**config.mk**
```make
export PLATFORM = sky130hd
export DESIGN_NAME = laser_wall_follow_controller_core_flat
export DESIGN_NICKNAME = d
export VERILOG_FILES = /design/src/hw/rtl/lwfc_pkg.sv /design/src/hw/rtl/lwfc_if.sv /design/src/hw/rtl/lwfc_regs.sv /design/src/hw/rtl/laser_wall_follow_controller_core.sv /design/src/flat_wrapper.sv
export SDC_FILE = /design/constraint.sdc
export NUM_CORES = 1
export LEC_CHECK = 0
export BUFFER_PORTS_ARGS = -buffer_cell sky130_fd_sc_hd__buf_2
export CORE_ASPECT_RATIO = 0.8
export CORE_UTILIZATION = 35
export CTS_CLUSTER_SIZE = 20
export DETAILED_ROUTE_END_ITERATION = 10
export PLACE_DENSITY = 0.48
export SLEW_MARGIN = 40
export SYNTH_ARGS = -nofsm -noshare
export SYNTH_HDL_FRONTEND = slang
export SYNTH_SLANG_ARGS = --single-unit
```
**constraint.sdc**
```tcl
create_clock -name clk -period 6.4 [get_ports clk]
set_clock_uncertainty 0.2 [all_clocks]
set_input_delay 0.32 -clock clk [delete_from_list [all_inputs] [get_ports clk]]
set_output_delay 0.32 -clock clk [all_outputs]
set_load 0.01 [all_outputs]
```
**src/hw/rtl/lwfc_pkg.sv**
```systemverilog
`timescale 1ns / 1ps
// ----------------------------------------------------------------------------
// lwfc_pkg
// Types and constants shared by the wall follow controller core.
// ----------------------------------------------------------------------------
package lwfc_pkg;

  // opcodes of an input item
  localparam logic OP_SAMPLE = 1'b0;
  localparam logic OP_TICK   = 1'b1;

  // register indexes
  localparam logic [2:0] REG_LEFT_START   = 3'd0;
  localparam logic [2:0] REG_LEFT_END     = 3'd1;
  localparam logic [2:0] REG_CENTER_START = 3'd2;
  localparam logic [2:0] REG_CENTER_END   = 3'd3;
  localparam logic [2:0] REG_RIGHT_START  = 3'd4;
  localparam logic [2:0] REG_RIGHT_END    = 3'd5;
  localparam logic [2:0] REG_NEAR_LIMIT   = 3'd6;
  localparam logic [2:0] REG_FOLLOW_LIMIT = 3'd7;

  localparam int CFG_AW = 5;

  // controller constants
  localparam logic [16:0]        MAX_SAMPLES   = 17'd1024;
  localparam logic [6:0]         LOST_LIMIT    = 7'd50;
  localparam logic [6:0]         LOST_SAT      = 7'd127;
  localparam logic [15:0]        FAR_MM        = 16'd1500;
  localparam logic [9:0]         FORWARD_SPEED = 10'd600;
  localparam logic [9:0]         SLOW_SPEED    = 10'd200;
  localparam logic signed [10:0] TURN_RATE     = 11'sd1000;
  localparam logic [15:0]        RANGE_MAX     = 16'hFFFF;

  typedef enum logic [1:0] {
    MODE_FWD    = 2'd0,
    MODE_TOWARD = 2'd1,
    MODE_AWAY   = 2'd2
  } mode_t;

  typedef struct packed {
    logic        opcode;
    logic [9:0]  sample_index;
    logic [15:0] range_mm;
    logic        last_sample;
    logic        tie_side;
  } in_item_t;

  typedef struct packed {
    logic [9:0]         linear_mm_s;
    logic signed [10:0] angular_mrad_s;
    logic               wall_known;
    logic [1:0]         motion_mode;
  } out_item_t;

  typedef struct packed {
    logic [9:0]  left_start;
    logic [9:0]  left_end;
    logic [9:0]  center_start;
    logic [9:0]  center_end;
    logic [9:0]  right_start;
    logic [9:0]  right_end;
    logic [15:0] near_limit;
    logic [15:0] follow_limit;
  } cfg_t;

endpackage

```
**src/hw/rtl/lwfc_if.sv**
```systemverilog
`timescale 1ns / 1ps
// ----------------------------------------------------------------------------
// lwfc_in_if / lwfc_out_if
// Valid/ready item channels for scan samples, ticks and speed commands.
// ----------------------------------------------------------------------------
interface lwfc_in_if
  import lwfc_pkg::*;
();
  logic     valid;
  logic     ready;
  in_item_t data;

  modport source (output valid, output data, input ready);
  modport sink   (input valid, input data, output ready);
endinterface

interface lwfc_out_if
  import lwfc_pkg::*;
();
  logic      valid;
  logic      ready;
  out_item_t data;

  modport source (output valid, output data, input ready);
  modport sink   (input valid, input data, output ready);
endinterface

```
**src/hw/rtl/lwfc_regs.sv**
```systemverilog
`timescale 1ns / 1ps
// ----------------------------------------------------------------------------
// lwfc_regs
// APB-style register file for window bounds and distance limits.
// ----------------------------------------------------------------------------
module lwfc_regs
  import lwfc_pkg::*;
(
  input  logic              clk,
  input  logic              rst_n,
  input  logic              psel,
  input  logic              penable,
  input  logic              pwrite,
  input  logic [CFG_AW-1:0] paddr,
  input  logic [31:0]       pwdata,
  output logic [31:0]       prdata,
  output logic              pready,
  output cfg_t              cfg
);

  cfg_t       cfg_r;
  logic       wr_en;
  logic [2:0] reg_idx;

  assign pready  = 1'b1;
  assign wr_en   = psel && penable && pwrite;
  assign reg_idx = paddr[CFG_AW-1:2];
  assign cfg     = cfg_r;

  // register writes
  always_ff @(posedge clk) begin
    if (!rst_n) begin
      cfg_r.left_start   <= 10'd0;
      cfg_r.left_end     <= 10'd0;
      cfg_r.center_start <= 10'd0;
      cfg_r.center_end   <= 10'd0;
      cfg_r.right_start  <= 10'd0;
      cfg_r.right_end    <= 10'd0;
      cfg_r.near_limit   <= 16'd400;
      cfg_r.follow_limit <= 16'd500;
    end else if (wr_en) begin
      unique case (reg_idx)
        REG_LEFT_START:   cfg_r.left_start   <= pwdata[9:0];
        REG_LEFT_END:     cfg_r.left_end     <= pwdata[9:0];
        REG_CENTER_START: cfg_r.center_start <= pwdata[9:0];
        REG_CENTER_END:   cfg_r.center_end   <= pwdata[9:0];
        REG_RIGHT_START:  cfg_r.right_start  <= pwdata[9:0];
        REG_RIGHT_END:    cfg_r.right_end    <= pwdata[9:0];
        REG_NEAR_LIMIT:   cfg_r.near_limit   <= pwdata[15:0];
        REG_FOLLOW_LIMIT: cfg_r.follow_limit <= pwdata[15:0];
      endcase
    end
  end

  // read mux
  always_comb begin
    unique case (reg_idx)
      REG_LEFT_START:   prdata = {22'd0, cfg_r.left_start};
      REG_LEFT_END:     prdata = {22'd0, cfg_r.left_end};
      REG_CENTER_START: prdata = {22'd0, cfg_r.center_start};
      REG_CENTER_END:   prdata = {22'd0, cfg_r.center_end};
      REG_RIGHT_START:  prdata = {22'd0, cfg_r.right_start};
      REG_RIGHT_END:    prdata = {22'd0, cfg_r.right_end};
      REG_NEAR_LIMIT:   prdata = {16'd0, cfg_r.near_limit};
      REG_FOLLOW_LIMIT: prdata = {16'd0, cfg_r.follow_limit};
    endcase
  end

endmodule

```
**src/hw/rtl/laser_wall_follow_controller_core.sv**
```systemverilog
`timescale 1ns / 1ps
// path: an item is registered in the input register on entry; a tick with
//   valid regions has its command registered in the output register on advance
// throughput: one item per cycle unless out is stalled, set by the single-pass
//   update of the window minima and follow state between input and output regs
// reset: synchronous active low; minima and regions read 65535, no side chosen
// ----------------------------------------------------------------------------
// laser_wall_follow_controller_core
// Scan window minima and follow speed commands, one item per cycle when unstalled.
// ----------------------------------------------------------------------------
module laser_wall_follow_controller_core
  import lwfc_pkg::*;
(
  input  logic              clk,
  input  logic              rst_n,
  lwfc_in_if.sink           in_ch,
  lwfc_out_if.source        out_ch,
  input  logic              cfg_psel,
  input  logic              cfg_penable,
  input  logic              cfg_pwrite,
  input  logic [CFG_AW-1:0] cfg_paddr,
  input  logic [31:0]       cfg_pwdata,
  output logic [31:0]       cfg_prdata,
  output logic              cfg_pready
);

  cfg_t cfg;

  lwfc_regs u_regs (
    .clk     (clk),
    .rst_n   (rst_n),
    .psel    (cfg_psel),
    .penable (cfg_penable),
    .pwrite  (cfg_pwrite),
    .paddr   (cfg_paddr),
    .pwdata  (cfg_pwdata),
    .prdata  (cfg_prdata),
    .pready  (cfg_pready),
    .cfg     (cfg)
  );

  // pipeline control
  in_item_t  s1_item_r;
  logic      s1_v_r;
  logic      out_v_r;
  out_item_t out_item_r;
  logic      accept;
  logic      adv;
  logic      has_res;

  // controller state
  logic [15:0] run_l_r, run_c_r, run_r_r;
  logic [15:0] run_l_nxt, run_c_nxt, run_r_nxt;
  logic [15:0] reg_l_r, reg_c_r, reg_r_r;
  logic [15:0] reg_l_nxt, reg_c_nxt, reg_r_nxt;
  logic        regions_valid_r, regions_valid_nxt;
  logic        side_chosen_r, side_chosen_nxt;
  logic        follow_side_r, follow_side_nxt;
  logic        wall_present_r, wall_present_nxt;
  mode_t       mode_r, mode_nxt;
  logic [6:0]  lost_r, lost_nxt;

  out_item_t          res;
  logic               idx_ok;
  logic               hit_l, hit_c, hit_r;
  logic [15:0]        min_l, min_c, min_r;
  logic [15:0]        side_dist;
  logic signed [10:0] toward_rate;

  assign has_res      = (s1_item_r.opcode == OP_TICK) && regions_valid_r;
  assign adv          = s1_v_r && (!has_res || !out_v_r || out_ch.ready);
  assign in_ch.ready  = !s1_v_r || adv;
  assign accept       = in_ch.valid && in_ch.ready;
  assign out_ch.valid = out_v_r;
  assign out_ch.data  = out_item_r;

  // window hits and running minima for a sample
  assign idx_ok = {7'd0, s1_item_r.sample_index} < MAX_SAMPLES;
  assign hit_l  = idx_ok && (s1_item_r.sample_index >= cfg.left_start)
                  && (s1_item_r.sample_index < cfg.left_end);
  assign hit_c  = idx_ok && (s1_item_r.sample_index >= cfg.center_start)
                  && (s1_item_r.sample_index < cfg.center_end);
  assign hit_r  = idx_ok && (s1_item_r.sample_index >= cfg.right_start)
                  && (s1_item_r.sample_index < cfg.right_end);
  assign min_l  = (hit_l && (s1_item_r.range_mm < run_l_r)) ? s1_item_r.range_mm : run_l_r;
  assign min_c  = (hit_c && (s1_item_r.range_mm < run_c_r)) ? s1_item_r.range_mm : run_c_r;
  assign min_r  = (hit_r && (s1_item_r.range_mm < run_r_r)) ? s1_item_r.range_mm : run_r_r;

  // next state and command for the item in the input register
  always_comb begin
    run_l_nxt         = run_l_r;
    run_c_nxt         = run_c_r;
    run_r_nxt         = run_r_r;
    reg_l_nxt         = reg_l_r;
    reg_c_nxt         = reg_c_r;
    reg_r_nxt         = reg_r_r;
    regions_valid_nxt = regions_valid_r;
    side_chosen_nxt   = side_chosen_r;
    follow_side_nxt   = follow_side_r;
    wall_present_nxt  = wall_present_r;
    mode_nxt          = mode_r;
    lost_nxt          = lost_r;
    res               = '0;
    side_dist         = reg_l_r;
    toward_rate       = TURN_RATE;

    if (s1_item_r.opcode == OP_SAMPLE) begin
      if (s1_item_r.last_sample) begin
        reg_l_nxt         = min_l;
        reg_c_nxt         = min_c;
        reg_r_nxt         = min_r;
        regions_valid_nxt = 1'b1;
        run_l_nxt         = RANGE_MAX;
        run_c_nxt         = RANGE_MAX;
        run_r_nxt         = RANGE_MAX;
      end else begin
        run_l_nxt = min_l;
        run_c_nxt = min_c;
        run_r_nxt = min_r;
      end
    end else if (regions_valid_r) begin
      // first tick picks the side
      if (!side_chosen_r) begin
        side_chosen_nxt  = 1'b1;
        wall_present_nxt = 1'b0;
        lost_nxt         = 7'd0;
        priority if (reg_l_r < cfg.follow_limit) begin
          follow_side_nxt  = 1'b0;
          wall_present_nxt = 1'b1;
        end else if (reg_r_r < cfg.follow_limit) begin
          follow_side_nxt  = 1'b1;
          wall_present_nxt = 1'b1;
        end else begin
          follow_side_nxt = s1_item_r.tie_side;
        end
      end

      if (!wall_present_nxt) begin
        // searching
        if ((reg_l_r < cfg.follow_limit) || (reg_c_r < cfg.follow_limit)
            || (reg_r_r < cfg.follow_limit)) begin
          wall_present_nxt = 1'b1;
          lost_nxt         = 7'd0;
        end
        res.linear_mm_s    = FORWARD_SPEED;
        res.angular_mrad_s = 11'sd0;
        res.wall_known     = 1'b0;
        res.motion_mode    = MODE_FWD;
      end else begin
        // following
        side_dist   = follow_side_nxt ? reg_r_r : reg_l_r;
        toward_rate = follow_side_nxt ? -TURN_RATE : TURN_RATE;
        priority if ((side_dist < cfg.near_limit) || (reg_c_r < cfg.near_limit)) begin
          mode_nxt = MODE_AWAY;
        end else if ((side_dist > cfg.follow_limit) && (reg_c_r > cfg.near_limit)) begin
          mode_nxt = MODE_TOWARD;
          if ((side_dist > FAR_MM) && (reg_c_r > FAR_MM)) begin
            if (lost_nxt > LOST_LIMIT) begin
              wall_present_nxt = 1'b0;
            end
            if (lost_nxt < LOST_SAT) begin
              lost_nxt = lost_nxt + 7'd1;
            end
          end
        end else if ((side_dist < cfg.follow_limit) && (reg_c_r > cfg.near_limit)) begin
          mode_nxt = MODE_FWD;
        end else begin
          mode_nxt = mode_r;
        end
        if (mode_nxt != MODE_TOWARD) begin
          lost_nxt = 7'd0;
        end

        res.wall_known  = 1'b1;
        res.motion_mode = mode_nxt;
        unique case (mode_nxt)
          MODE_TOWARD: begin
            res.linear_mm_s    = SLOW_SPEED;
            res.angular_mrad_s = toward_rate;
          end
          MODE_AWAY: begin
            res.linear_mm_s    = 10'd0;
            res.angular_mrad_s = -toward_rate;
          end
          default: begin
            res.linear_mm_s    = FORWARD_SPEED;
            res.angular_mrad_s = 11'sd0;
          end
        endcase
      end
    end
  end

  // input register
  always_ff @(posedge clk) begin
    if (!rst_n) begin
      s1_v_r <= 1'b0;
    end else if (accept) begin
      s1_v_r <= 1'b1;
    end else if (adv) begin
      s1_v_r <= 1'b0;
    end
  end

  always_ff @(posedge clk) begin
    if (accept) begin
      s1_item_r <= in_ch.data;
    end
  end

  // output register
  always_ff @(posedge clk) begin
    if (!rst_n) begin
      out_v_r <= 1'b0;
    end else if (adv && has_res) begin
      out_v_r <= 1'b1;
    end else if (out_ch.ready) begin
      out_v_r <= 1'b0;
    end
  end

  always_ff @(posedge clk) begin
    if (adv && has_res) begin
      out_item_r <= res;
    end
  end

  // controller state update
  always_ff @(posedge clk) begin
    if (!rst_n) begin
      run_l_r         <= RANGE_MAX;
      run_c_r         <= RANGE_MAX;
      run_r_r         <= RANGE_MAX;
      reg_l_r         <= RANGE_MAX;
      reg_c_r         <= RANGE_MAX;
      reg_r_r         <= RANGE_MAX;
      regions_valid_r <= 1'b0;
      side_chosen_r   <= 1'b0;
      follow_side_r   <= 1'b1;
      wall_present_r  <= 1'b0;
      mode_r          <= MODE_FWD;
      lost_r          <= 7'd0;
    end else if (adv) begin
      run_l_r         <= run_l_nxt;
      run_c_r         <= run_c_nxt;
      run_r_r         <= run_r_nxt;
      reg_l_r         <= reg_l_nxt;
      reg_c_r         <= reg_c_nxt;
      reg_r_r         <= reg_r_nxt;
      regions_valid_r <= regions_valid_nxt;
      side_chosen_r   <= side_chosen_nxt;
      follow_side_r   <= follow_side_nxt;
      wall_present_r  <= wall_present_nxt;
      mode_r          <= mode_nxt;
      lost_r          <= lost_nxt;
    end
  end

`ifndef SYNTHESIS
  // a nonzero lost count only builds up while turning toward the wall
  a_lost_mode: assert property (@(posedge clk) disable iff (!rst_n)
    (lost_r != 7'd0) |-> (mode_r == MODE_TOWARD))
    else $error("lost count set outside turn toward mode");

  // a side is only chosen once a full scan has been seen
  a_side_regions: assert property (@(posedge clk) disable iff (!rst_n)
    side_chosen_r |-> regions_valid_r)
    else $error("side chosen without valid regions");

  // searching commands drive straight ahead
  a_search_cmd: assert property (@(posedge clk) disable iff (!rst_n)
    (out_v_r && !out_item_r.wall_known) |->
      ((out_item_r.motion_mode == MODE_FWD) && (out_item_r.angular_mrad_s == 11'sd0)
       && (out_item_r.linear_mm_s == FORWARD_SPEED)))
    else $error("search command is not forward");

  // a command is only produced once a side has been chosen
  a_out_side: assert property (@(posedge clk) disable iff (!rst_n)
    (adv && has_res) |=> side_chosen_r)
    else $error("command issued before side choice");
`endif

endmodule
```
**src/flat_wrapper.sv**
```systemverilog
// flat-port wrapper written by rule: the top's interface ports become plain ports
module laser_wall_follow_controller_core_flat import lwfc_pkg::*;
  (clk, rst_n, cfg_psel, cfg_penable, cfg_pwrite, cfg_paddr, cfg_pwdata, cfg_prdata, cfg_pready, in_ch_valid, in_ch_data, in_ch_ready, out_ch_valid, out_ch_data, out_ch_ready);
  lwfc_in_if in_ch_i ();
  lwfc_out_if out_ch_i ();
  input  logic clk;
  input  logic rst_n;
  input  logic cfg_psel;
  input  logic cfg_penable;
  input  logic cfg_pwrite;
  input  logic [CFG_AW-1:0] cfg_paddr;
  input  logic [31:0] cfg_pwdata;
  output logic [31:0] cfg_prdata;
  output logic cfg_pready;
  input wire logic [$bits(in_ch_i.valid)-1:0] in_ch_valid;
  input wire logic [$bits(in_ch_i.data)-1:0] in_ch_data;
  output wire logic [$bits(in_ch_i.ready)-1:0] in_ch_ready;
  output wire logic [$bits(out_ch_i.valid)-1:0] out_ch_valid;
  output wire logic [$bits(out_ch_i.data)-1:0] out_ch_data;
  input wire logic [$bits(out_ch_i.ready)-1:0] out_ch_ready;
  assign in_ch_i.valid = in_ch_valid;
  assign in_ch_i.data = in_ch_data;
  assign in_ch_ready = in_ch_i.ready;
  assign out_ch_valid = out_ch_i.valid;
  assign out_ch_data = out_ch_i.data;
  assign out_ch_i.ready = out_ch_ready;
  laser_wall_follow_controller_core u_core (.clk(clk), .rst_n(rst_n), .in_ch(in_ch_i), .out_ch(out_ch_i), .cfg_psel(cfg_psel), .cfg_penable(cfg_penable), .cfg_pwrite(cfg_pwrite), .cfg_paddr(cfg_paddr), .cfg_pwdata(cfg_pwdata), .cfg_prdata(cfg_prdata), .cfg_pready(cfg_pready));
endmodule
```
==> out/metrics.cfg <==
[run_status]
status = completed

[detailed_routing]
vias_per_cell = 5.40
drtPass1Iterations = 6
ant_nets = 0
wl_per_cell_um = 20.7
drc = 0
wl_um = 51800
vias = 13498
detail_route.iter0.violations = 980

[clock_tree]
htree_levels = 1
cts_tree = yes
clkLatencyLatePin_ps = 570
cts.sinks = 241
cts_setup_buffers = 0
root_buffer = clkbuf_16
clockBufferDepth = 3
clkSlewWorstSetupHoldPaths_ps = 60
cts_buffers = 28

[yosys]
yosys.area_share.simple_pct = 16.9
async_flop_share_pct = 0
synthDistinctLibCells = 75
synth_seq_cells = 241
synth_fa_ha_area_share_pct = 15.9
synth_xor_xnor_area_share_pct = 0.0559
synth_edf_count = 38
synth-main-ff-cell = dfxtp_1
synthMuxAreaShare_pct = 6.00
synth_compound_area_share_pct = 20.2
seq_area_frac_synth_pct = 33.2
syn-instance-count = 1793
synth_area_per_cell_um2 = 8.74
synth_top_family_by_area = compound AO/OA/AOI/OAI gates
synth_warnings = 0
netlist_area_mm2 = 0.0157

[floorplan]
core_mm2 = 0.0436
num_rows = 68
die_w_um = 239
start_util_pct = 35.9
io-pin-count = 132
die_area_mm2 = 0.0456
die_h_um = 191

[placed_design]
dp.cells = 2398
io_buffers = 88
hpwl_um = 37500
pre_cts_slack_ps = 326
gp_congestion = 0.875

[global_routing]
grt_pass1_wl_um = 79600
grt.met3_usage_pct = 2.56
grt_pass1_vias = 13193
grt_util_all_layers_pct = 22.7
grtUsageMet1_pct = 33.0
antenna_found_initial = 4
grt_util_met2_pct = 35.5
grt_max_degree = 65
gr-total-overflow = 0
busiest_layer = met2

[pwr]
totalPowerFinal_mw = 3.66
power_density_mw_per_mm2 = 203
leakagePower_nw = 7.11
ir_worst_vdd_mv = 0.188

[sta]
setup_viol = 0
hold_viol = 0
rsz0062_at_grt = false
finalCriticalPeriod_ps = 5900
relSlewSlack_pct = 46.8
setup_ws_ps = 501
fmax_ghz = 0.170
fin_crit_sh_pct = 92.2
slew_viol_final = 0
worst_slew_pin_slew_ps = 798
setup_tns_ps = 0

[critical_path]
start_kind = flip-flop
crit_fanout = 16
end_kind = flip-flop
cp-startpoint = u_core.u_regs.cfg[15]
critPathKind = flip-flop to flip-flop
rr_startpoint = u_core.u_regs.cfg[15]
crit_arrival_ps = 6150
r2r_slack_ps = 500
cp.required_ps = 6650

[finish]
nFillCells = 4407
antennaDiodeCount = 0
fin_nets = 2153
final_util_pct = 41.3
mostFrequentLayoutCells = dfxtp_1, ha_1, inv_1
syn_to_final_growth_pct = 15.0
drive_above_1_share_pct = 12.6
fin_cells = 2498
final_common_cell = dfxtp_1

[job]
maxCapViolations = 0

[hold_path]
worstHoldStart = rst_n
hold_path_class = input pin to flip-flop

-- flip-flops by register name (all words and copies together) (netlist names) --
signal and count:
u_core.out_ch.valid 1, u_core.wall_present_r 1, u_core.s1_v_r 1, u_core.follow_side_r 1, u_core.run_l_r 16, u_core.reg_c_r 16, u_core.out_ch.data 9, u_core.run_c_r 16
u_core.side_chosen_r 1, u_core.s1_item_r 29, u_core.lost_r 7, u_core.u_regs.cfg 92, u_core.reg_l_r 16, u_core.regions_valid_r 1, u_core.reg_r_r 16, u_core.run_r_r 16
u_core.mode_r 2
-- per-stage QoR --
step                cell area [um^2]  hold WS (ps)
floorplan                      15800           219
global placement               16600           251
detailed placement             16600           263
CTS                            18000           163
global route                   18000           183
finish                         18000           163
-- critical path, stage by stage, from the launching register on --
cell	delay, ps
dfxtp_1	340
inv_1	130
ha_1	350
nand4_1	180
nor3_2	290
o2bb2ai_1	240
nor2_1	130
o31a_2	500
o21ai_0	320
ha_1	300
a21o_1	190
a21o_1	190
a2111oi_1	410
o311ai_1	190
a2111oi_2	380
a211oi_2	130
o211ai_1	250
inv_2	70
ha_1	290
nand2_1	130
nor3_2	80
and3b_1	220
a311o_1	290
-- logic make-up (layout without fill, tap and decap cells) --
kind of cell | Yosys count | count (layout)
mux | 87 | 87
xor+xnor | 1 | 1
compound gates | 454 | 454
flops | 241 | 241
buf+inv | 287 | 374
other cells | 2 | 25
simple gates | 522 | 522
fa+ha+maj | 199 | 199
-- repair_timing --
item                                    in CTS  in global routing
hold endpoints to repair                   118                  0
gates resized for setup                      0                  3
endpoints found under the setup margin       0                  6
hold buffers                                48                  0
-- synth_stat cells (all sizes together) (46+ instances only) --
master | count | area (um^2)
dfxtp | 203 | 4060
ha | 199 | 2490
inv | 156 | 586
nand2 | 124 | 465
nand3 | 118 | 591
o21ai | 118 | 591
clkbuf | 85 | 319
nor2 | 80 | 300
mux2i | 68 | 681
a21oi | 65 | 337
nor2b | 63 | 394
buf | 46 | 299
-- layout make-up --
| cell class | count | area [um^2] | area share [%] |
|---|---|---|---|
| Tap cell | 595 | 744 | 4.13 |
| Inverter | 156 | 586 | 3.25 |
| Multi-Input combinational cell | 1288 | 9410 | 52.2 |
| Clock inverter | 15 | 124 | 0.688 |
| Sequential cell | 241 | 5200 | 28.9 |
| Timing Repair Buffer | 166 | 1150 | 6.37 |
| Clock buffer | 37 | 796 | 4.42 |
-- path summary, 6_finish.rpt --
kind / endpoint / depth (start not counted)
worst max register to register: u_core.lost_r[6] / 22
worst min register to register: u_core.u_regs.cfg[47] / 2
worst min-delay path: u_core.u_regs.cfg[6] / 3
worst max-delay path: u_core.lost_r[6] / 22
-- report_power, final --
part / switching [mW] / total, mW / internal [mW] / leakage, nW
sequential: 0.0505 / 1.62 / 1.57 / 2.00
clock: 0.686 / 1.64 / 0.949 / 0.459
combinational: 0.256 / 0.412 / 0.156 / 4.66
-- per-layer routing --
| layer | part of all wire [%] | routed length [um] |
|---|---|---|
| met3 | 4.0 | 2080 |
| met1 | 49 | 25600 |
| met2 | 44 | 22900 |
| met5 | 0 | 0 |
| met4 | 2.4 | 1220 |
Power figures use the tool's default switching activity.
